**src/rtl/assert_macros.svh**
```systemverilog
// Assertion macros used by the top level of the octave smoother.
// Each macro expects a clock named clk and an active-low reset named arst_n in scope.
`ifndef ASSERT_MACROS_SVH
`define ASSERT_MACROS_SVH

// Same-cycle implication, switched off while reset is asserted.
`define FOS_ASSERT_IMPL(label, ante, cons, msg) \
	label: assert property (@(posedge clk) disable iff (!arst_n) (ante) |-> (cons)) \
		else $error(msg);

// Next-cycle implication, switched off while reset is asserted.
`define FOS_ASSERT_NEXT(label, ante, cons, msg) \
	label: assert property (@(posedge clk) disable iff (!arst_n) (ante) |=> (cons)) \
		else $error(msg);

`endif

```
**src/rtl/fos_pkg.sv**
```systemverilog
// Shared types and constants for the fractional-octave smoother.
// No dependencies; every other RTL file imports this package.
`default_nettype none

package fos_pkg;

	// Field widths.
	localparam int BIN_W      = 12;
	localparam int SAMPLE_W   = 32;
	localparam int SUM_W      = 44;
	localparam int OCT_W      = 16;
	localparam int INV_W      = 17;

	// Fixed-point positions of the two ratios (Q4.12 and Q1.16).
	localparam int OCT_FRAC   = 12;
	localparam int INV_FRAC   = 16;
	localparam int HI_PROD_W  = BIN_W + OCT_W;
	localparam int LO_PROD_W  = BIN_W + INV_W;

	// Step counters of the serial units.
	localparam int MUL_CNT_W  = 4;
	localparam int DIV_CNT_W  = 6;

	// Configuration port.
	localparam int CFG_IDX_W  = 2;
	localparam int CFG_DATA_W = 17;

	typedef enum logic [CFG_IDX_W-1:0] {
		REG_SMOOTHING_ON  = 2'd0,
		REG_OCTAVE_RATIO  = 2'd1,
		REG_INVERSE_RATIO = 2'd2
	} cfg_reg_t;

	localparam logic [OCT_W-1:0] OCT_RATIO_RESET = 16'd4096;
	localparam logic [INV_W-1:0] INV_RATIO_RESET = 17'd65536;

	// Input mode codes.
	localparam logic MODE_LOAD = 1'b0;
	localparam logic MODE_READ = 1'b1;

	// Load request passed from the sequencer to the prefix store.
	typedef struct packed {
		logic                valid;
		logic                restart;
		logic [SAMPLE_W-1:0] sample;
	} load_req_t;

	// Read sequencer states.
	typedef enum logic [2:0] {
		ST_IDLE,
		ST_MUL,
		ST_CLAMP,
		ST_RD_HI,
		ST_RD_LO,
		ST_SUB,
		ST_DIV,
		ST_DONE
	} state_t;

endpackage

`default_nettype wire

```
**src/rtl/fos_serial_div.sv**
```systemverilog
// Restoring divider producing one quotient bit per cycle for the window mean.
// Depends on fos_pkg for the sum width and the step counter size.
`default_nettype none

module fos_serial_div #(
	parameter int DIV_W = 12
) (
	input  wire logic                      clk,
	input  wire logic                      arst_n,
	input  wire logic                      start,
	input  wire logic [fos_pkg::SUM_W-1:0] dividend,
	input  wire logic [DIV_W-1:0]          divisor,
	output logic      [fos_pkg::SUM_W-1:0] quotient,
	output logic                           done
);
	import fos_pkg::*;

	logic [SUM_W-1:0]     quo_q;
	logic [DIV_W-1:0]     rem_q;
	logic [DIV_W-1:0]     dvs_q;
	logic [DIV_CNT_W-1:0] cnt_q;
	logic                 busy_q;
	logic                 done_q;
	logic [DIV_W:0]       rem_shift;
	logic [DIV_W:0]       rem_next;
	logic                 take;

	// Trial subtraction of the divisor from the shifted partial remainder.
	always_comb begin
		rem_shift = {rem_q, quo_q[SUM_W-1]};
		take      = rem_shift >= {1'b0, dvs_q};
		rem_next  = take ? rem_shift - {1'b0, dvs_q} : rem_shift;
	end

	// Step counter over all dividend bits.
	always_ff @(posedge clk or negedge arst_n) begin
		if (!arst_n) begin
			busy_q <= 1'b0;
			cnt_q  <= '0;
			done_q <= 1'b0;
		end else begin
			done_q <= 1'b0;
			if (start) begin
				busy_q <= 1'b1;
				cnt_q  <= DIV_CNT_W'(SUM_W);
			end else if (busy_q) begin
				cnt_q <= cnt_q - DIV_CNT_W'(1);
				if (cnt_q == DIV_CNT_W'(1)) begin
					busy_q <= 1'b0;
					done_q <= 1'b1;
				end
			end
		end
	end

	// The dividend shifts out as the quotient bits shift in.
	always_ff @(posedge clk) begin
		if (start) begin
			quo_q <= dividend;
			rem_q <= '0;
			dvs_q <= divisor;
		end else if (busy_q) begin
			quo_q <= {quo_q[SUM_W-2:0], take};
			rem_q <= rem_next[DIV_W-1:0];
		end
	end

	assign quotient = quo_q;
	assign done     = done_q;

endmodule

`default_nettype wire

```
**config.mk**
```make
export PLATFORM = sky130hd
export DESIGN_NAME = fos_serial_div
export DESIGN_NICKNAME = d
export VERILOG_FILES = /design/src/rtl/assert_macros.svh /design/src/rtl/fos_pkg.sv /design/src/rtl/fos_serial_div.sv
export SDC_FILE = /design/constraint.sdc
export NUM_CORES = 1
export LEC_CHECK = 0
export BUFFER_PORTS_ARGS = -buffer_cell sky130_fd_sc_hd__buf_2
export CAP_MARGIN = 20
export CORE_MARGIN = 4
export CORE_UTILIZATION = 45
export DETAILED_ROUTE_END_ITERATION = 8
export PLACE_DENSITY = 0.7
export SYNTH_ARGS = -nofsm -noshare
export SYNTH_HDL_FRONTEND = slang
export SYNTH_SLANG_ARGS = --single-unit
```
**constraint.sdc**
```tcl
create_clock -name clk -period 1.8 [get_ports clk]
set_input_delay 0.09 -clock clk [delete_from_list [all_inputs] [get_ports clk]]
set_output_delay 0.09 -clock clk [all_outputs]
set_load 0.02 [all_outputs]
```
Yosys cells after proc, flatten, opt, wreduce, memory -nomap -nowiden
Index checks and enable logic that the tools add are counted.
W data, S select, Z words.
{ "totals": {"inputBits": 59, "register_bits": 76, "word_cells": 22} }
{ "op_classes": {"n_addsub": 2, "n_eq_ne": 1, "order_cmp": 1, "reduce_logical": 1, "n_mux": 11} }
{ "op_table": {"columns": ["cell", "n"], "rows": [
  ["$mux W44", 2],
  ["$ge A13 B12 Y1", 1],
  ["$mux W12", 1],
  ["$mux W6", 2],
  ["$sub A12 B12 Y12", 1],
  ["$eq A6 B1 Y1 const B", 1],
  ["$mux W1", 6],
  ["$sub A6 B1 Y6 const B", 1],
  ["$reduce_bool A2 Y1", 1]
]} }

Logic depth before layout (Yosys ltp)
Gate-level depths: netlist of the first run.
{ "logic_depth": {"word_depth": 4, "ltp_mapped": 10} }

Worst setup path after synthesis of the first run
Ideal clock, no wire load.
{ "synth_path": {"kind": "register to register", "from": "register quo_q[43] (netlist: quotient[43])", "to": "register rem_q[8]", "setup_slack_ps": -376, "path_stages_with_launch": 10, "n_path_buf": 0, "t_required_ps": 1678, "arrival_time_ps": 2054, "path_cell_list": "edfxtp_1 -> inv_1 -> ha_1 -> fa_1 -> nor2b_1 -> o211ai_1 -> nand3_1 -> o31ai_1 -> xnor2_1 -> a311o_1"} }
{ "synth_between": {"elab_chain_cells": 2} }
{ "synth_rtl": {"columns": ["item", "line", "text"], "rows": [
  ["start, declared", "fos_serial_div.sv:18", "logic [SUM_W-1:0] quo_q;"],
  ["start signal, assigned", "fos_serial_div.sv:59", "quo_q <= dividend;"],
  ["start signal, assigned", "fos_serial_div.sv:63", "quo_q <= {quo_q[SUM_W-2:0], take};"],
  ["$sub A12 B12 Y12 or $ge A13 B12 Y1 (tied branches)", "fos_serial_div.sv:32, fos_serial_div.sv:31", null],
  ["$mux W12 (*)", "fos_serial_div.sv:32", "rem_next = take ? rem_shift - {1'b0, dvs_q} : rem_shift;"],
  ["end signal, assigned", "fos_serial_div.sv:64", "rem_q <= rem_next[DIV_W-1:0];"],
  ["end, declared", "fos_serial_div.sv:19", "logic [DIV_W-1:0] rem_q;"]
]} }
Mark *: on every way between the ends. The rest lies on a longest branch, timed or not.
A chain may end at the register's enable or synchronous reset.

Worst setup path after layout of the first run
{ "layout_path": {"from": "register dvs_q[8]", "to": "register rem_q[0]"} }
{ "layout_between": {"elab_chain_cells": 2} }
{ "layout_rtl": {"columns": ["item", "line", "text"], "rows": [
  ["start, declared", "fos_serial_div.sv:20", "logic [DIV_W-1:0] dvs_q;"],
  ["start signal, assigned", "fos_serial_div.sv:61", "dvs_q <= divisor;"],
  ["$ge A13 B12 Y1", "fos_serial_div.sv:31", "take = rem_shift >= {1'b0, dvs_q};"],
  ["$mux W12", "fos_serial_div.sv:32", null]
]} }
Every way passes these cells.

==> qor.yml, run 1 <==
numClockSinks: 76
max-slew-margin-rel: 0.777
grt_max_degree: 54
tightest_slew_ns: 0.326
synth_seq_area_share: 0.553
skew_ns: 0.0127
synth_cell_types: 53
synthXorXnorAreaFrac: 0.0251
grt_overflow: 0
async_reset_ff_frac: 0.105
layout-area-overhead-vs-synth_pct: 38.5
violations: "negative setup slack"
fmax_mhz: 484
row_count: 33
place_congestion: 0.878
stdcell_area_um2: 5320
yosys.area_share.simple: 0.112
pwr-share-clk: 0.197
syn_nets: 376
cts_root_buffer: "clkbuf_8"
synth_cells: 302
setup_viol: 13
drtIter0Drc: 128
portBuffers: 103
internal_power_w: 0.00438
grt_pass1_wl_um: 14500
synth_warnings: 0
synth_top_family_by_area: "multiplexers"
fin_ws_ns: -0.267
synthMuxAreaShare: 0.133
grt_pass1_vias: 3106
vias_per_cell: 5.21
clk_latency_ns: 0.35
layout-drive-gt1-share: 0.548
vias: 2981
rsz0062_at_grt: "yes"
cp-start-kind: "flip-flop"
syn_area_um2: 3840
wl_um: 9000
ys_ff_latch: 76
power_frac_comb: 0.447
crit_path_end_kind: "flip-flop"
synth_area_per_cell_um2: 12.7
hold_class: "in2reg"
synth_edf_count: 56
cts_tree: "done"
finalCritPeriodShare: 1.15
irDropWorstVdd_mv: 0.569
sw_frac_of_total: 0.344
p_switching_w: 0.00230
die-area_um2: 10100
core_area_um2: 8260
status: "finished with violations"
nNetsFinal: 536
setup.worst_path.class: "reg2reg"
fin_util: 0.644
min_period_ns: 2.07
grtUsageTotal: 0.182
dpl.hpwl_um: 6200
clk_pin_slew_ns: 0.09
p_total_w: 0.00668
required_ns: 2.07
drtPass1Iterations: 4
htreeDepth: 3
detail-route-antenna-nets: 0
hold_viol: 0
synth_ff_type: "edfxtp_1"
drt-wirelength-per-cell_um: 15.7
initial_core_util: 0.465
yosys.area_share.adder: 0.0508
powerDensity_nw_per_um2: 1260
die_x_um: 100
layout_common_cells: "buf_2, edfxtp_1, mux2_2, buf_4, nor2_1"
synth_compound_area_frac: 0.0746
drv_slew: 0
antenna_found_initial: 0
drv_cap: 0
post-route-drc-count: 0
io_pins: 104
cts_inserted_buffers: 9
seq_power_share: 0.356
n_antenna_cell: 0
p_leak_nw: 2.29
ctsLongestPathBuffers: 2
final_common_cell: "buf_2"
postPlaceCellArea_um2: 4780
critical_path_arrival_ns: 2.34
die_h_um: 100
crit_fanout: 6
post-place-ws_ns: -0.262
[repair_timing]
action	4_1_cts	5_1_grt
resized for setup	20	16
setup buffers	4	2
endpoints found under the setup margin	13	13
pin swaps	19	20
endpoints found under the hold margin	20	0
hold buffers	13	0
[cell type report]
cell class / instances / area (um^2)
Multi-Input combinational cell: 193 / 1760
Timing Repair Buffer: 163 / 1040
Sequential cell: 76 / 2120
Fill cell: 670 / 2940
Tap cell: 105 / 131
Clock buffer: 10 / 128
Clock inverter: 6 / 66.3
Inverter: 19 / 75.1
[cell families (layout without fill, tap and decap cells)]
family	after synthesis	count (layout)
xor+xnor	11	11
buf+inv	33	198
simple gates	85	85
fa+ha+maj	15	15
mux	45	45
flops	76	76
compound gates	37	37
[critical path, stage by stage (launching register included)]
cell      delay, ns
edfxtp_1       0.36
inv_2          0.05
ha_4           0.28
nand3_2        0.07
o211ai_1       0.30
nand3_1        0.18
and3_4         0.26
mux2_4         0.30
a211oi_2       0.18
[metal layers]
layer | up-vias | wire length (um) | track usage
li1 | 1439 | - | -
met1 | 1436 | 3870 | 0.227
met2 | 89 | 4450 | 0.303
met3 | 17 | 497 | 0.0424
met4 | 0 | 183 | 0.0777
met5 | - | 0 | 0
[flip-flops by register name (all words and copies together), names as in the netlist]
register / cells
quotient: 44
dvs_q: 12
rem_q: 12
cnt_q: 6
busy_q: 1
done: 1
[final timing paths]
| path | slack (ns) | depth (start not counted) | endpoint | startpoint |
|---|---|---|---|---|
| setup / recovery | -0.27 | 8 | rem_q[0] | dvs_q[8] |
| hold / removal | 0.03 | 2 | quotient[32] | dividend[32] |
| setup reg to reg | -0.27 | 8 | rem_q[0] | dvs_q[8] |
| hold reg to reg | 0.53 | 2 | rem_q[10] | rem_q[10] |
| max in group asynchronous | 1.52 | 2 | cnt_q[2] | arst_n |
| min in group asynchronous | 0.10 | 2 | done | arst_n |
[cells in the mapped netlist, drive strengths merged (3+ instances only)]
master	count	area (um^2)
a211oi	5	42.5
and3	3	23.8
o21ai	5	25.0
xnor2	9	78.8
nor3b	4	30.0
nand3	6	30.0
mux2	45	510
a311oi	8	70.1
dfxtp	12	240
ha	14	175
nand2	21	78.8
nor3	6	30.0
inv	19	71.3
clkbuf	4	15.0
buf	9	78.8
nor2b	3	18.8
o211ai	3	22.5
nor2	25	93.8
nand2b	3	18.8
dfrtp	8	200
edfxtp	56	1680
[through the flow]
step / instances / TNS, ns / hold WS [ns]
2_1_floorplan: 302 / -1.25 / -0.206
3_3_place_gp: 538 / -1.92 / -0.0617
3_5_place_dp: 538 / -2.71 / -0.0523
4_1_cts: 571 / -2.24 / 0.0138
5_1_grt: 572 / -3.91 / 0.0191
6_report: 572 / -2.45 / 0.0310
[power groups by stage]
stage,Clock (W),Combinational [W],Sequential (W)
floorplan,0,0.00152,0.00253
global placement,0,0.00244,0.00238
detailed placement,0,0.00249,0.00239
CTS,0.00134,0.00274,0.00237
global route,0.00141,0.00324,0.00242
finish,0.00132,0.00298,0.00238
Note: power is estimated with default switching activity, not from simulation.
==> run 2: changes to the inputs <==
--- a/config.mk
+++ b/config.mk
@@ -7,10 +7,10 @@
 export LEC_CHECK = 0
 export BUFFER_PORTS_ARGS = -buffer_cell sky130_fd_sc_hd__buf_2
 export CAP_MARGIN = 20
-export CORE_MARGIN = 4
 export CORE_UTILIZATION = 45
 export DETAILED_ROUTE_END_ITERATION = 8
 export PLACE_DENSITY = 0.7
+export SETUP_SLACK_MARGIN = 0.15
 export SYNTH_ARGS = -nofsm -noshare
 export SYNTH_HDL_FRONTEND = slang
 export SYNTH_SLANG_ARGS = --single-unit
==> run 2 against run 1 <==
  * The flow still finishes with violations (negative setup slack)
  * Critical path depth increased by 1
  * Fmax increased by 2.3%
  * Non-clock buffer count decreased by 5
  * Via count decreased by 3.0%
  * Hold slack improved by 0.0056 ns
  * Combinational power increased by 2%
  * Wire length decreased by 7.2%
  * Cell count decreased by 0.87%
  * Die area decreased by 12%
  * Clock power increased by 9.8%
  * First-iteration DRC count decreased by 6.3%
  * Power increased by 2.6%
  * Critical endpoint is now rem_q[11]
  * Highest routed layer unchanged
==> qor.yml, run 2 (synthesis gave the netlist of run 1 again) <==
dp.cells: 533  # was 538
cts_tree: "done"  # unchanged
ff2ff_path_depth: 9  # was 8
clk_pin_slew_ns: 0.09  # about the same
place_congestion: 0.805  # was 0.878
wl_um: 8350  # was 9000 um
status: "finished with violations"  # unchanged
clk_latency_ns: 0.35  # about the same
numClockSinks: 76  # unchanged
final_common_cell: "buf_2"  # unchanged
drtPass1Iterations: 4  # unchanged
cts_root_buffer: "clkbuf_8"  # unchanged
cp-start-kind: "flip-flop"  # unchanged
critical_path_arrival_ns: 2.24  # was 2.34 ns
portBuffers: 103  # unchanged
largest_reg_flops: 44  # unchanged
worst_r2r_endpoint: "rem_q[11]"  # was rem_q[0]
setup_viol: 13  # unchanged
grtUsageTotal: 0.194  # was 0.182
n_antenna_cell: 0  # unchanged
cts_inserted_buffers: 9  # unchanged
min_period_ns: 2.02  # was 2.07 ns
row_count: 33  # unchanged
hold_slack_ns: 0.0366  # was 0.0310 ns
hold_class: "in2reg"  # unchanged
violations: "negative setup slack"  # unchanged
die_x_um: 94.4  # was 100 um
critPathMostFrequentCell: "nand3_1"
nNetsFinal: 531  # was 536
endpoint: "rem_q[11]"  # was rem_q[0]
grt_pass1_wl_um: 13200  # was 14,500 um
post-route-drc-count: 0  # unchanged
layout-drive-gt1-share: 0.539  # was 0.548
finalCritPeriodShare: 1.12  # was 1.15
r2r_setup_slack_ns: -0.22  # was -0.27 ns
die_h_um: 94.4  # was 100 um
irDropWorstVdd_mv: 0.720  # was 0.569 mV
powerDensity_nw_per_um2: 1280  # was 1260 nW/um^2
worstPathCellList: "inv_2 -> ha_4 -> nand3_1 -> o211ai_1 -> nand3_1 -> and3_4 -> buf_4 -> nor4_2 -> nor4_1"  # was inv_2 -> ha_4 -> nand3_2 -> o211ai_1 -> nand3_1 -> and3_4 -> mux2_4 -> a211oi_2
crit_fanout: 6  # unchanged
initial_core_util: 0.467  # was 0.465
detail-route-antenna-nets: 0  # unchanged
cp_slowest_cell: "edfxtp_1"  # unchanged
layout-area-overhead-vs-synth_pct: 39.1  # was 38.5%
fin_util: 0.650  # was 0.644
skew_ns: 0.0120  # was 0.0127 ns
drv_cap: 0  # unchanged
crit_path_end_kind: "flip-flop"  # unchanged
p_leak_nw: 2.29  # about the same
tightest_slew_ns: 0.581  # was 0.326 ns
vias_per_cell: 5.10  # was 5.21
ctsLongestPathBuffers: 2  # unchanged
rsz0062_at_grt: "yes"  # unchanged
grt_pass1_vias: 2759  # was 3,106
io_pins: 104  # unchanged
htreeDepth: 3  # unchanged
max_stage_delay_ns: 0.35  # was 0.36 ns
fmax_mhz: 495  # was 484 MHz
drv_slew: 0  # unchanged
antenna_found_initial: 0  # unchanged
grt_overflow: 0  # unchanged
hold_viol: 0  # unchanged
layout_common_cells: "buf_2, edfxtp_1, mux2_2, buf_4, nor2_1"  # unchanged
fin_ws_ns: -0.221  # was -0.267 ns
drtIter0Drc: 120  # was 128
required_ns: 2.02  # was 2.07 ns
finalNonFillerCells: 567  # was 572
r2r-start: "dvs_q[9]"  # was dvs_q[8]
vias: 2892  # was 2,981
max-slew-margin-rel: 0.607  # was 0.777
drt-wirelength-per-cell_um: 14.7  # was 15.7 um
die-area_um2: 8900  # was 10,100 um^2
core_area_um2: 8220  # was 8260 um^2
grt_max_degree: 56  # was 54
dpl.hpwl_um: 5770  # was 6200 um
crit_path_start: "dvs_q[9]"  # was dvs_q[8]
setup.worst_path.class: "reg2reg"  # unchanged
run 2: cell types whose count changed in the layout (fill, tap and decap cells not counted), moves of 2 or more:
cell,delta
ha_4,+2
nand2_1,+2
nand2_2,-5
nand2_4,+3
buf_4,-7
ha_1,-2
clkinv_4,-3
buf_12,+2
inv_6,+2
run 2: stage by stage:
| stage | power, W | setup WS, ns | TNS, ns | cell area (um^2) |
|---|---|---|---|---|
| 5_1_grt | 0.00723 | -0.354 | -3.86 | 5340 |
| 4_1_cts | 0.00666 | -0.196 | -2.00 | 5250 |
| 2_1_floorplan | 0.00405 | -0.236 | -1.25 | 3930 |
| 6_report | 0.00685 | -0.221 | -2.25 | 5340 |
| 3_3_place_gp | 0.00484 | -0.198 | -2.05 | 4770 |
| 3_5_place_dp | 0.00489 | -0.295 | -2.44 | 4770 |
run 2: cell type report:
cell class / instances / area [um^2]
Sequential cell: 76 / 2120
Multi-Input combinational cell: 193 / 1770
Fill cell: 643 / 2880
Clock inverter: 6 / 87.6
Clock buffer: 10 / 128
Timing Repair Buffer: 158 / 1030
Inverter: 19 / 75.1
Tap cell: 105 / 131
run 2: how the worst min path moves through the flow:
stage	start	to	slack, ns	depth (start not counted)
2_1_floorplan	arst_n	busy_q	-0.21	0
3_3_place_gp	arst_n	done	-0.06	1
3_5_place_dp	arst_n	cnt_q[4]	-0.06	1
4_1_cts	dividend[11]	quotient[11]	0.02	2
5_1_grt	dividend[31]	quotient[31]	0.02	2
6_report	dividend[31]	quotient[31]	0.04	2
run 2: metal layers:
layer,track usage,vias to the layer above,wire [um]
met3,0.0451,10,364
met2,0.298,83,4010
met4,0.0833,0,134
met5,0,-,0
met1,0.263,1370,3840
li1,-,1429,-
run 2: critical path: cells and delay by family, from the launching register on:
kind | cells | cell delay, ns
AO/OA/AOI/OAI | 1 | 0.28
adder cells (fa/ha/maj) | 1 | 0.27
buffers and inverters | 2 | 0.19
flip-flops | 1 | 0.35
AND/OR/NAND/NOR | 5 | 0.80
run 2: power breakdown:
part	internal (W)	switching [W]
registers	0.00218	0.000193
clock network	0.000787	0.000658
logic	0.00162	0.00141
total	0.00459	0.00226
run 2: timing repair:
action,4_1_cts,5_1_grt
hold endpoints to repair,20,0
endpoints found under the setup margin,13,13
pin swaps,24,16
gates cloned,1,0
hold buffers,13,0
setup buffers,1,3
resized for setup,24,15
