### src/rtl/assert_macros.svh
// Assertion macros used by the top level of the octave smoother.
// Each macro expects a clock named clk and an active-low reset named arst_n in scope.
`ifndef ASSERT_MACROS_SVH
`define ASSERT_MACROS_SVH

// Same-cycle implication, switched off while reset is asserted.
`define FOS_ASSERT_IMPL(label, ante, cons, msg) \
	label: assert property (@(posedge clk) disable iff (!arst_n) (ante) |-> (cons)) \
		else $error(msg);

// Next-cycle implication, switched off while reset is asserted.
`define FOS_ASSERT_NEXT(label, ante, cons, msg) \
	label: assert property (@(posedge clk) disable iff (!arst_n) (ante) |=> (cons)) \
		else $error(msg);

`endif

### src/rtl/fos_pkg.sv
// Shared types and constants for the fractional-octave smoother.
// No dependencies; every other RTL file imports this package.
`default_nettype none

package fos_pkg;

	// Field widths.
	localparam int BIN_W      = 12;
	localparam int SAMPLE_W   = 32;
	localparam int SUM_W      = 44;
	localparam int OCT_W      = 16;
	localparam int INV_W      = 17;

	// Fixed-point positions of the two ratios (Q4.12 and Q1.16).
	localparam int OCT_FRAC   = 12;
	localparam int INV_FRAC   = 16;
	localparam int HI_PROD_W  = BIN_W + OCT_W;
	localparam int LO_PROD_W  = BIN_W + INV_W;

	// Step counters of the serial units.
	localparam int MUL_CNT_W  = 4;
	localparam int DIV_CNT_W  = 6;

	// Configuration port.
	localparam int CFG_IDX_W  = 2;
	localparam int CFG_DATA_W = 17;

	typedef enum logic [CFG_IDX_W-1:0] {
		REG_SMOOTHING_ON  = 2'd0,
		REG_OCTAVE_RATIO  = 2'd1,
		REG_INVERSE_RATIO = 2'd2
	} cfg_reg_t;

	localparam logic [OCT_W-1:0] OCT_RATIO_RESET = 16'd4096;
	localparam logic [INV_W-1:0] INV_RATIO_RESET = 17'd65536;

	// Input mode codes.
	localparam logic MODE_LOAD = 1'b0;
	localparam logic MODE_READ = 1'b1;

	// Load request passed from the sequencer to the prefix store.
	typedef struct packed {
		logic                valid;
		logic                restart;
		logic [SAMPLE_W-1:0] sample;
	} load_req_t;

	// Read sequencer states.
	typedef enum logic [2:0] {
		ST_IDLE,
		ST_MUL,
		ST_CLAMP,
		ST_RD_HI,
		ST_RD_LO,
		ST_SUB,
		ST_DIV,
		ST_DONE
	} state_t;

endpackage

`default_nettype wire

### src/rtl/fos_edge_mul.sv
// Bit-serial multiplier that forms both window-edge products of a bin index.
// Depends on fos_pkg for widths and the step counter size.
`default_nettype none

module fos_edge_mul (
	input  wire logic                          clk,
	input  wire logic                          arst_n,
	input  wire logic                          start,
	input  wire logic [fos_pkg::BIN_W-1:0]     idx,
	input  wire logic [fos_pkg::OCT_W-1:0]     octave_ratio,
	input  wire logic [fos_pkg::INV_W-1:0]     inverse_ratio,
	output logic      [fos_pkg::HI_PROD_W-1:0] hi_prod,
	output logic      [fos_pkg::LO_PROD_W-1:0] lo_prod,
	output logic                               done
);
	import fos_pkg::*;

	logic [BIN_W-1:0]     idx_q;
	logic [MUL_CNT_W-1:0] cnt_q;
	logic                 busy_q;
	logic                 done_q;
	logic [HI_PROD_W-1:0] hi_acc_q;
	logic [LO_PROD_W-1:0] lo_acc_q;

	// Step counter: one index bit per cycle, most significant first.
	always_ff @(posedge clk or negedge arst_n) begin
		if (!arst_n) begin
			busy_q <= 1'b0;
			cnt_q  <= '0;
			done_q <= 1'b0;
		end else begin
			done_q <= 1'b0;
			if (start) begin
				busy_q <= 1'b1;
				cnt_q  <= MUL_CNT_W'(BIN_W);
			end else if (busy_q) begin
				cnt_q <= cnt_q - MUL_CNT_W'(1);
				if (cnt_q == MUL_CNT_W'(1)) begin
					busy_q <= 1'b0;
					done_q <= 1'b1;
				end
			end
		end
	end

	// Shift-and-add accumulators for both ratios.
	always_ff @(posedge clk) begin
		if (start) begin
			idx_q    <= idx;
			hi_acc_q <= '0;
			lo_acc_q <= '0;
		end else if (busy_q) begin
			idx_q    <= idx_q << 1;
			hi_acc_q <= (hi_acc_q << 1)
				+ (idx_q[BIN_W-1] ? HI_PROD_W'(octave_ratio) : '0);
			lo_acc_q <= (lo_acc_q << 1)
				+ (idx_q[BIN_W-1] ? LO_PROD_W'(inverse_ratio) : '0);
		end
	end

	assign hi_prod = hi_acc_q;
	assign lo_prod = lo_acc_q;
	assign done    = done_q;

endmodule

`default_nettype wire

### config.mk
export PLATFORM = sky130hd
export DESIGN_NAME = fos_edge_mul
export DESIGN_NICKNAME = d
export VERILOG_FILES = /design/src/rtl/assert_macros.svh /design/src/rtl/fos_pkg.sv /design/src/rtl/fos_edge_mul.sv
export SDC_FILE = /design/constraint.sdc
export NUM_CORES = 1
export LEC_CHECK = 0
export BUFFER_PORTS_ARGS = -buffer_cell sky130_fd_sc_hd__buf_4
export CAP_MARGIN = 10
export CORE_MARGIN = 2
export CORE_UTILIZATION = 45
export CTS_BUF_LIST = sky130_fd_sc_hd__clkbuf_16
export DETAILED_ROUTE_END_ITERATION = 16
export MAX_ROUTING_LAYER = met4
export PLACE_DENSITY_LB_ADDON = 0.2
export SETUP_SLACK_MARGIN = 0.02
export SLEW_MARGIN = 20
export SYNTH_ARGS = -nofsm -noshare
export SYNTH_HDL_FRONTEND = slang
export SYNTH_SLANG_ARGS = --single-unit
### constraint.sdc
create_clock -name clk -period 3.95 [get_ports clk]
set_input_delay 1.185 -clock clk [delete_from_list [all_inputs] [get_ports clk]]
set_output_delay 1.185 -clock clk [all_outputs]
set_load 0.01 [all_outputs]
# Word-level counts from Yosys, hierarchy flattened
# Cells that the tools add are included.
dict set report classes {
  reduce_logical 1
  add_sub_neg 3
  mux 12
  eq_ne 1
}
# operator count
set ops {}
lappend ops {{29-bit by 17-bit adder with 29-bit output} 1}
lappend ops {{28-bit by 16-bit adder with 28-bit output} 1}
lappend ops {{12-bit two-way mux} 2}
lappend ops {{17-bit two-way mux} 1}
lappend ops {{16-bit two-way mux} 1}
lappend ops {{4-bit two-way mux} 2}
lappend ops {{1-bit two-way mux} 6}
lappend ops {{4-bit by 1-bit == test with 1-bit output (second input constant)} 1}
lappend ops {{4-bit by 1-bit subtractor with 4-bit output (second input constant)} 1}
lappend ops {{2-bit nonzero test} 1}
dict set report totals {
  out_inout_bits 58
  input_bits 48
  word_cells 23
  ff_bits 75
}

# Depth between registers and ports, before layout
# Gate-level depths: netlist of the first run.
dict set report depth {
  depth_word 4
  ltp_mapped 12
  depth_no_buf 11
}

# Worst setup path before layout of the first run
# No wires, ideal clock.
dict set report synth_path {
  kind {input to register}
  from {input inverse_ratio[1] (netlist name)}
  to {register lo_acc_q[21], in the netlist lo_prod[21]}
  arrival_ps 3277
  setup_slack_ps 545
  setup_time_ps 128
  required_time_ps 3822
  path_stages 10
  n_path_buf 0
  path_cell_list {and2_1 > ha_1 > fa_1 > a211oi_1 > o211ai_1 > a41o_1 > a21oi_1 > nor3b_1 > xnor2_1 > o21ai_1}
}
dict set report synth_between {
  elab_chain_len 2
}
# element line_no
set synth_lines {}
lappend synth_lines {{start: declaration} fos_edge_mul.sv:11} ;# input wire logic [fos_pkg::INV_W-1:0] inverse_ratio,
lappend synth_lines {{17-bit two-way mux} fos_edge_mul.sv:57} ;# + (idx_q[BIN_W-1] ? LO_PROD_W'(inverse_ratio) : '0);
lappend synth_lines {{29-bit by 17-bit adder with 29-bit output} fos_edge_mul.sv:57}
lappend synth_lines {{end signal: assignment} fos_edge_mul.sv:56} ;# lo_acc_q <= (lo_acc_q << 1)
lappend synth_lines {{end: declaration} fos_edge_mul.sv:23} ;# logic [LO_PROD_W-1:0] lo_acc_q;
# Every way passes these cells.
# A chain may end at the register's enable or synchronous reset.

# Worst setup path in the final report of the first run
dict set report layout_path {
  from {input octave_ratio[1] (netlist name)}
  to {register hi_acc_q[13], in the netlist hi_prod[13]}
}
dict set report layout_between {
  elab_chain_len 2
}
# element line_no
set layout_lines {}
lappend layout_lines {{start: declaration} fos_edge_mul.sv:10} ;# input wire logic [fos_pkg::OCT_W-1:0] octave_ratio,
lappend layout_lines {{16-bit two-way mux} fos_edge_mul.sv:55} ;# + (idx_q[BIN_W-1] ? HI_PROD_W'(octave_ratio) : '0);
lappend layout_lines {{28-bit by 16-bit adder with 28-bit output} fos_edge_mul.sv:55}
lappend layout_lines {{end signal: assignment} fos_edge_mul.sv:54} ;# hi_acc_q <= (hi_acc_q << 1)
lappend layout_lines {{end: declaration} fos_edge_mul.sv:22} ;# logic [HI_PROD_W-1:0] hi_acc_q;
# Every way passes these cells.

==> run_results.csv, run 1 <==
group,metric,value,unit
outcome,status,"finished clean",
power_and_ir_drop,p_int,1.81,mW
finish,area_growth,26.4,%
clocking,clkSlewWorstSetupHoldPaths,0.06,ns
logic_synthesis,synthXorXnorAreaFrac,5.43,%
sta,worst_hold_slack,0.473,ns
power_and_ir_drop,comb_power_share,29.3,%
sta,min_period,3.32,ns
logic_synthesis,yosysMostFrequentCell,"nor2_1",
floorplanning,io-pin-count,106,
routing,dr.pass1.iters,4,
power_and_ir_drop,ir_worst_vdd,275,uV
logic_synthesis,syn_inst,560,
place,gp_congestion,0.877,
global_routing,first_global_vias,4480,
logic_synthesis,synth_compound_area_share,22.2,%
setup_path,worstSetupStartpoint,"octave_ratio[1]",
power_and_ir_drop,p_per_area,431,nW/um2
logic_synthesis,async_flop_share,8.00,%
clocking,cts_resized,0,
sta,slew_viol_final,0,
global_routing,grt_usage,22.8,%
clocking,ctsHoldBuffers,0,
clocking,cts_buffers,9,
sta,rsz0062_at_grt,"false",
setup_path,r2r-start,"idx_q[11]",
logic_synthesis,synthTopCellsByCount,"nor2_1, dfxtp_1, nand2_1",
power_and_ir_drop,p_leak,2.74,nW
power_and_ir_drop,seqPwrFrac,37.0,%
finish,nNetsFinal,746,
finish,layout-drive-gt1-share,23.1,%
floorplanning,num_rows,37,
place,dp_hpwl,8800,um
logic_synthesis,synthSimpleGateAreaFrac,20.6,%
routing,drt_iter0_drc,186,
clocking,root_buffer,"clkbuf_16",
logic_synthesis,synth-edff-count,12,
logic_synthesis,synth.distinct_cells,65,
setup_path,required,4.17,ns
routing,route.detailed.drc,0,
floorplanning,die_h,108,um
logic_synthesis,yosys.area.top_type_share,23.6,%
sta,worst_clock_skew,0.0104,ns
place,placed_area,5790,um2
logic_synthesis,yosysWarnings,0,
logic_synthesis,synthAdderAreaFrac,9.35,%
power_and_ir_drop,power.share.clock,33.7,%
setup_path,critPathCaptureType,"flip-flop",
logic_synthesis,synth_top_family_by_area,"compound AO/OA/AOI/OAI gates",
logic_synthesis,synth_mux_area_share,5.06,%
sta,setup_violations,0,
sta,clock.fmax,301,MHz
floorplanning,start_util,46.7,%
routing,drt.antenna.violating_nets,0,
job,maxCapViolations,0,
worst_hold_path,hold_class,"flip-flop to flip-flop",
global_routing,grt_pass1_wl,21000,um
clocking,cts.sinks,75,
routing,wl_per_cell,15.4,um
clocking,clkLatencyLatePin,0.33,ns
global_routing,antenna_found_initial,0,
logic_synthesis,avgSynthCellArea,8.65,um2
logic_synthesis,synth_seq_area_share,34.1,%
sta,setup_tns,0,ns
finish,final_util,59.0,%
sta,hold_violations,0,
clocking,post-cts-setup-buffers,0,
logic_synthesis,yosysTopAreaCell,"dfxtp_1",
clocking,htree_levels,3,
setup_path,critPathArrivalTime,3.53,ns
logic_synthesis,synth_seq_cells,75,
place,port-buffer-count,105,
floorplanning,die_x,108,um
finish,final_area,6120,um2
global_routing,grt.overflow.total,0,
sta,period_share,84.0,%
worst_hold_path,hp-start,"lo_prod[11]",
floorplanning,core_area,10400,um2
setup_path,critical_path_class,"primary input to flip-flop",
setup_path,crit_path_max_fanout,7,
global_routing,grt_max_degree,37,
sta,worstMarginPinSlew,0.762,ns
routing,via_per_inst,5.56,
power_and_ir_drop,power.switching,826,uW
routing,wirelength,12400,um
routing,vias,4471,
floorplanning,die-area,11600,um2
setup_path,critPathLaunchType,"primary input",
finish,num_antenna_cells,0,
clocking,tritoncts,"built",
logic_synthesis,synth_flop_cell,"dfxtp_1",
power_and_ir_drop,swShare,31.3,%
logic_synthesis,synth.area.top_cells,"dfxtp_1, ha_1, edfxtp_1",
logic_synthesis,synth_area,4840,um2
sta,relSlewSlack,49.2,%
clocking,clock_path_buffers,2,
logic_synthesis,syn-num-nets,643,
-- cells by family (layout without fill, tap and decap cells) --
group / count (synthesis) / in the layout
AOI/OAI and AO/OA: 151 / 151
xor gates and xnor gates: 30 / 30
adders and majority gates: 35 / 35
buffers and inverters: 41 / 149
DFF: 75 / 75
muxes: 23 / 23
and+or+nand+nor: 205 / 205
-- sequential cells by signal, summed over array words and instances (netlist names) --
signal / count
lo_prod: 29
hi_prod: 28
cnt_q: 4
done: 1
idx_q: 12
busy_q: 1
-- through the flow --
stage / instances / total power [mW] / setup WS, ns
floorplan: 560 / 1.48 / 0.545
global placement: 788 / 1.73 / 0.366
detailed placement: 788 / 1.75 / 0.340
CTS: 804 / 2.66 / 0.686
global route: 804 / 2.79 / 0.500
finish: 804 / 2.63 / 0.633
-- area by class of cell --
class	instances	area [um2]
clock buffer	11	275
clock inverter	5	51.3
fill	971	4250
inverter	18	67.6
multi-input combinational	444	3040
sequential	75	1650
tap	136	170
timing repair buffer	115	863
-- final timing paths --
check | to | slack [ns] | cells after the start
max in group asynchronous | cnt_q[2] | 3.16 | 1
hold reg to reg | lo_prod[11] | 0.47 | 2
setup / recovery | hi_prod[13] | 0.63 | 12
min in group asynchronous | done | 0.66 | 1
setup reg to reg | hi_prod[27] | 0.84 | 11
hold / removal | lo_prod[11] | 0.47 | 2
-- cells in the final DEF, fill, tap and decap left out, types with 8 or more instances in the layout --
master,n
a211oi_1,13
a21o_1,13
a21oi_1,32
and2_1,31
buf_4,115
clkbuf_16,11
dfxtp_1,57
edfxtp_1,12
ha_1,33
inv_1,18
mux2_2,11
mux2i_1,11
nand2_1,54
nand3_1,16
nor2_1,59
o21ai_0,8
o21ai_1,23
xnor2_1,23
-- worst max-delay path, stage by stage --
cell and delay (ns):
buf_4 0.10, and2_1 0.15, ha_1 0.21, inv_1 0.08, fa_1 0.19, nand2b_1 0.14
a21oi_1 0.10, o31ai_1 0.41, a21o_1 0.31, a21boi_1 0.11, or3_1 0.32, a32o_1 0.24
-- metal layers --
layer / share of wire (%) / track usage [%] / routed length (um) / up-vias
met5: 0 / - / 0 / -
met4: 1.5 / 8.06 / 183 / 0
met3: 5.0 / 3.57 / 617 / 16
met2: 48 / 37.4 / 5980 / 130
met1: 45 / 28.5 / 5580 / 2092
li1: - / - / - / 2233
-- power by group through the flow --
stage | Combinational [mW] | Sequential, mW | Clock, mW
finish | 0.772 | 0.975 | 0.888
global route | 0.860 | 0.991 | 0.941
CTS | 0.772 | 0.975 | 0.913
detailed placement | 0.765 | 0.989 | 0
global placement | 0.748 | 0.986 | 0
floorplan | 0.481 | 0.997 | 0
Power figures use the tool's default switching activity.
==> run 2: changes to the inputs <==
- ABC_AREA: default -> 1
- clock period: 3.95 -> 3.1 ns (I/O delays scaled with it)
==> run 2 against run 1 <==
Critical path depth is 4 higher. Cell area is 19% higher. Cell count is 63% higher. Register-to-register slack worse by 0.23 ns. Clock power is 32% higher. Total power is 17% higher. Core utilization is 3.6 points lower. Critical path type is now flip-flop to flip-flop. Via count is 40% higher. Area after synthesis is 24% higher. Largest cell class unchanged. Critical endpoint is now hi_prod[17].
==> run_results.csv, run 2 <==
group,metric,value,unit
outcome,status,"finished clean",
floorplanning,core_area,13100,um2
clocking,post-cts-setup-buffers,0,
routing,via_per_inst,4.78,
sta,setup_tns,0,ns
clocking,htree_levels,3,
logic_synthesis,synthTopCellsByCount,"nand2_1, inv_1, nand3_1",
routing,wl_per_cell,12.8,um
logic_synthesis,synth-edff-count,12,
worst_hold_path,hold_class,"primary input to async pin",
clocking,root_buffer,"clkbuf_16",
logic_synthesis,yosysMostFrequentCell,"nand2_1",
logic_synthesis,synthAdderAreaFrac,7.54,%
logic_synthesis,avgSynthCellArea,5.85,um2
sta,worstMarginPinSlew,0.660,ns
sta,fin_ws,0.609,ns
routing,drt_iter0_drc,443,
finish,nFillCells,1395,
finish,finalNonFillerCells,1310,
power_and_ir_drop,ir_worst_vdd,245,uV
logic_synthesis,async_flop_share,8.00,%
sta,slew_viol_final,0,
logic_synthesis,yosys.area.top_type_share,28.8,%
global_routing,grt_use_met3,3.04,%
logic_synthesis,synth_seq_area_share,27.5,%
routing,dr.pass1.iters,6,
power_and_ir_drop,p_per_area,423,nW/um2
sta,worst_clock_skew,0.00601,ns
floorplanning,die_x,120,um
power_and_ir_drop,comb_power_share,24.1,%
floorplanning,start_util,45.7,%
clocking,tritoncts,"built",
place,dp_slack,0.339,ns
global_routing,grt_pass1_wl,27500,um
clocking,clock_path_buffers,2,
global_routing,met1_usage,30.3,%
logic_synthesis,synthXorXnorAreaFrac,1.17,%
finish,largest_reg_flops,29,
routing,wirelength,16700,um
global_routing,use_met2,41.1,%
routing,route.detailed.drc,0,
routing,vias,6257,
global_routing,grt_max_degree,56,
clocking,cts.sinks,75,
finish,layout-drive-gt1-share,14.5,%
clocking,cts_resized,0,
power_and_ir_drop,total_power,3.08,mW
sta,relSlewSlack,56.0,%
global_routing,first_global_vias,5763,
sta,rsz0062_at_grt,"false",
logic_synthesis,synth_seq_cells,75,
logic_synthesis,syn-num-nets,1111,
sta,period_share,80.4,%
sta,min_period,2.49,ns
power_and_ir_drop,p_int,2.08,mW
clocking,clkLatencyLatePin,0.35,ns
logic_synthesis,synthSimpleGateAreaFrac,44.8,%
routing,drt.antenna.violating_nets,0,
setup_path,critPathLaunchType,"flip-flop",
logic_synthesis,synth_compound_area_share,6.18,%
power_and_ir_drop,swShare,32.4,%
place,place_inst,1294,
logic_synthesis,synth.area.top_cells,"nand2_1, dfxtp_1, inv_1",
sta,setup_violations,0,
power_and_ir_drop,p_leak,4.21,nW
floorplanning,die_h,120,um
floorplanning,num_rows,42,
place,dp_hpwl,12700,um
finish,num_antenna_cells,0,
place,placed_area,6970,um2
logic_synthesis,synth_flop_cell,"dfxtp_1",
logic_synthesis,yosysTopAreaCell,"nand2_1",
finish,final_common_cell,"nand2_1",
global_routing,busiest_layer,"met2",
setup_path,critical_path_class,"flip-flop to flip-flop",
clocking,cts_buffers,9,
finish,layout_common_cells,"nand2_1, inv_1, buf_4, nand3_1, dfxtp_1",
setup_path,crit_path_max_fanout,33,
global_routing,antenna_found_initial,0,
finish,area_growth,21.2,%
sta,hold_violations,0,
sta,clock.fmax,401,MHz
logic_synthesis,yosysWarnings,0,
floorplanning,die-area,14300,um2
finish,nNetsFinal,1212,
setup_path,required,3.34,ns
floorplanning,io-pin-count,106,
global_routing,grt_usage,24.8,%
power_and_ir_drop,power.switching,999,uW
logic_synthesis,synth_mux_area_share,0,%
power_and_ir_drop,power.share.clock,38.1,%
setup_path,critPathArrivalTime,2.73,ns
global_routing,grt.overflow.total,0,
logic_synthesis,synth_top_family_by_area,"simple AND/OR/NAND/NOR gates",
clocking,clkSlewWorstSetupHoldPaths,0.06,ns
setup_path,critPathCaptureType,"flip-flop",
clocking,ctsHoldBuffers,0,
place,port-buffer-count,105,
logic_synthesis,synth.distinct_cells,37,
logic_synthesis,syn_inst,1028,
finish,final_area,7280,um2
logic_synthesis,synth_area,6010,um2
job,maxCapViolations,0,
power_and_ir_drop,seqPwrFrac,37.9,%
place,gp_congestion,0.933,
run 2: changes by cell type after synthesis, moves of 11 or more:
cell	previous run	this run
a211oi_1	13	0
nand2_1	54	461
nand2_2	0	12
a21o_1	13	0
o21ai_0	8	30
o21ai_1	23	6
mux2i_1	11	0
nor2_2	0	14
and2_1	31	3
mux2_2	11	0
nand3_1	16	70
xnor2_1	23	4
inv_1	16	180
run 2: critical path, stage by stage, from the launching register on:
cell	delay [ns]
edfxtp_1	0.34
buf_4	0.36
nand2_1	0.09
inv_1	0.07
ha_1	0.21
inv_1	0.07
fa_1	0.37
inv_1	0.12
nand3_1	0.08
inv_1	0.06
nor2_1	0.07
o21ai_2	0.21
nand2_1	0.10
nand2_1	0.07
nand2_1	0.04
nand3_1	0.08
nand2_1	0.06
run 2: kinds of logic (layout without fill, tap and decap cells):
family / count (synthesis) / count (layout)
fa+ha+maj: 35 / 35
flops: 75 / 75
xor+xnor: 8 / 8
compound gates: 68 / 68
buf+inv: 201 / 307
simple gates: 641 / 641
run 2: stage by stage:
stage | util [%] | hold slack, ns
floorplan | - | 0.458
global placement | 53.0 | 0.449
finish | 55.4 | 0.375
global route | 55.4 | 0.374
CTS | 55.4 | 0.370
detailed placement | 53.0 | 0.446
run 2: worst paths after layout:
check	start	to	slack, ns	cells past startpoint
hold / removal	arst_n	cnt_q[0]	0.38	1
hold reg to reg	lo_prod[28]	lo_prod[28]	0.45	2
setup reg to reg	idx_q[11]	hi_prod[17]	0.61	16
setup / recovery	idx_q[11]	hi_prod[17]	0.61	16
max in group asynchronous	arst_n	cnt_q[2]	2.61	1
min in group clk	lo_prod[28]	lo_prod[28]	0.45	2
run 2: cell type report:
cell class              count  area (um2)  share of cell area [%]
multi-input cells         752        3600                    49.4
flip-flops and latches     75        1650                    22.7
repair buffers            108         811                    11.1
inverters                 183         687                    9.43
clock buffers               9         225                    3.09
well taps                 176         220                    3.02
clock inverters             7        92.6                    1.27
run 2: layer usage:
| layer | share of wire (%) | vias to the layer above | wire (um) |
|---|---|---|---|
| met4 | 3.4 | 0 | 565 |
| met3 | 3.9 | 38 | 649 |
| met1 | 46 | 2732 | 7690 |
| met5 | 0 | - | 0 |
| met2 | 47 | 145 | 7810 |
| li1 | - | 3342 | - |
run 2: power by group through the flow:
stage / combinational (mW) / sequential (mW) / clock (mW)
after CTS: 0.742 / 1.17 / 1.19
after detailed placement: 0.738 / 1.19 / 0
after floorplan: 0.443 / 1.19 / 0
after global routing: 0.835 / 1.18 / 1.23
final: 0.741 / 1.17 / 1.17
after global placement: 0.730 / 1.18 / 0
==> run 3: changes to the inputs <==
- clock period: 3.1 -> 2.15 ns (I/O delays scaled with it)
==> run 3 against run 2 <==
The run now ends with negative setup slack left. Flip-flop and latch count stayed put. Register-to-register slack got worse by 0.67 ns. Cell count up 3.8%. Core utilization grew 7.2 points. Worst setup slack worse by 0.67 ns. Largest cell class unchanged. Largest power group unchanged. Highest routed layer unchanged.
==> run_results.csv, run 3 (synthesized netlist as in run 2, its figures left out) <==
group,metric,value,unit
sta,clock.fmax,453,MHz
outcome,status,"finished, violations left",
place,place_inst,1340,
place,gp_congestion,0.940,
finish,final_common_cell,"nand2_1",
job,maxCapViolations,0,
clocking,ctsHoldBuffers,0,
global_routing,grt_max_degree,56,
finish,largest_reg_flops,29,
sta,setup_violations,7,
power_and_ir_drop,total_power,4.71,mW
sta,min_period,2.21,ns
setup_path,crit_path_max_fanout,15,
floorplanning,io-pin-count,106,
finish,finalNonFillerCells,1360,
floorplanning,start_util,45.7,%
routing,wl_per_cell,12.9,um
floorplanning,die-area,14300,um2
global_routing,grt_pass1_wl,28300,um
routing,dr.pass1.iters,5,
setup_path,critPathCaptureType,"flip-flop",
place,dp_slack,-0.200,ns
setup_path,critical_path_class,"flip-flop to flip-flop",
clocking,tritoncts,"built",
global_routing,grt.overflow.total,0,
clocking,clkLatencyLatePin,0.35,ns
clocking,cts_buffers,9,
finish,layout_common_cells,"nand2_1, inv_1, buf_4, nand3_1, dfxtp_1",
routing,vias,6592,
clocking,clock_path_buffers,2,
sta,slew_viol_final,0,
finish,layout-drive-gt1-share,25.9,%
place,dp_hpwl,12800,um
routing,wirelength,17600,um
power_and_ir_drop,ir_worst_vdd,516,uV
finish,area_growth,37.0,%
setup_path,critPathArrivalTime,2.50,ns
floorplanning,die_h,120,um
clocking,cts.sinks,75,
clocking,clkSlewWorstSetupHoldPaths,0.07,ns
floorplanning,core_area,13100,um2
global_routing,antenna_found_initial,0,
sta,worstMarginPinSlew,0.506,ns
clocking,root_buffer,"clkbuf_16",
sta,worst_clock_skew,0.00927,ns
global_routing,grt_usage,25.2,%
routing,via_per_inst,4.85,
sta,fin_ws,-0.0576,ns
global_routing,first_global_vias,6133,
routing,route.detailed.drc,0,
setup_path,required,2.44,ns
setup_path,critPathLaunchType,"flip-flop",
finish,num_antenna_cells,0,
routing,drt_iter0_drc,402,
finish,nFillCells,1283,
power_and_ir_drop,p_leak,4.49,nW
finish,nNetsFinal,1262,
outcome,violations,"negative setup slack",
power_and_ir_drop,p_per_area,572,nW/um2
setup_path,ff2ff_setup_slack,-0.06,ns
floorplanning,num_rows,42,
sta,period_share,103,%
clocking,htree_levels,3,
sta,hold_violations,0,
sta,relSlewSlack,66.2,%
place,port-buffer-count,105,
routing,drt.antenna.violating_nets,0,
worst_hold_path,hold_class,"primary input to async pin",
sta,rsz0062_at_grt,"true",
floorplanning,die_x,120,um
[run 3: cell count changes in the layout (fill, tap and decap cells not counted), sizes merged]
cell,delta
clkbuf,+1
bufinv,-1
inv,+2
clkinvlp,-1
buf,+49
[run 3: area by class of cell]
type,count,area [um2],share of cell area (%)
tap,176,220,2.67
inverter,183,687,8.34
multi-input combinational,752,4120,50.1
sequential,75,1650,20.1
timing repair buffer,158,1260,15.3
clock inverter,7,68.8,0.836
clock buffer,9,225,2.74
[run 3: power breakdown]
group / switching [mW] / total (mW) / internal [mW]
logic: 0.748 / 1.44 / 0.693
clock network: 0.652 / 1.55 / 0.897
registers: 0.161 / 1.72 / 1.56
[run 3: worst paths after layout]
check / from / end / cells after the start
min reg2reg: hi_prod[27] / hi_prod[27] / 2
min: arst_n / cnt_q[0] / 1
max reg2reg: idx_q[11] / lo_prod[11] / 16
max in group asynchronous: arst_n / cnt_q[2] / 1
max: idx_q[11] / lo_prod[11] / 16
min in group clk: hi_prod[27] / hi_prod[27] / 2
[run 3: per-stage QoR]
| step | TNS [ns] | cell area, um2 | util (%) | hold slack [ns] |
|---|---|---|---|---|
| 2_1_floorplan | 0 | 6010 | - | 0.349 |
| 3_3_place_gp | -2.94 | 7350 | 55.9 | 0.445 |
| 3_5_place_dp | -3.90 | 7350 | 55.9 | 0.454 |
| 4_1_cts | 0 | 7710 | 58.7 | 0.0850 |
| 5_1_grt | -4.95 | 8230 | 62.7 | 0.0825 |
| 6_report | -0.136 | 8230 | 62.7 | 0.0908 |
[run 3: timing repair]
action / 4_1_cts / 5_1_grt
endpoints found under the setup margin: 22 / 47
pin swaps: 1 / 6
endpoints found under the hold margin: 0 / 0
cloned: 0 / 1
setup buffers: 0 / 3
resized for setup: 13 / 107
[run 3: worst max-delay path: stages (launching register included)]
cell and delay, ns:
edfxtp_1 0.43, buf_4 0.17, clkbuf_16 0.17, nand2_1 0.07, inv_1 0.06, ha_4 0.22
buf_4 0.14, nand2_1 0.06, nand2_1 0.04, nand2_1 0.10, nand2_1 0.06, nand2_1 0.09
nand3b_4 0.13, buf_12 0.15, a21oi_1 0.10, o21ai_0 0.09, nand2_1 0.06
[run 3: per-layer routing]
layer | track usage, % | routed length, um | up-vias
li1 | - | - | 3447
met1 | 29.6 | 7740 | 2974
met2 | 44.0 | 8780 | 134
met3 | 4.37 | 600 | 37
met4 | 7.50 | 486 | 0
met5 | - | 0 | -
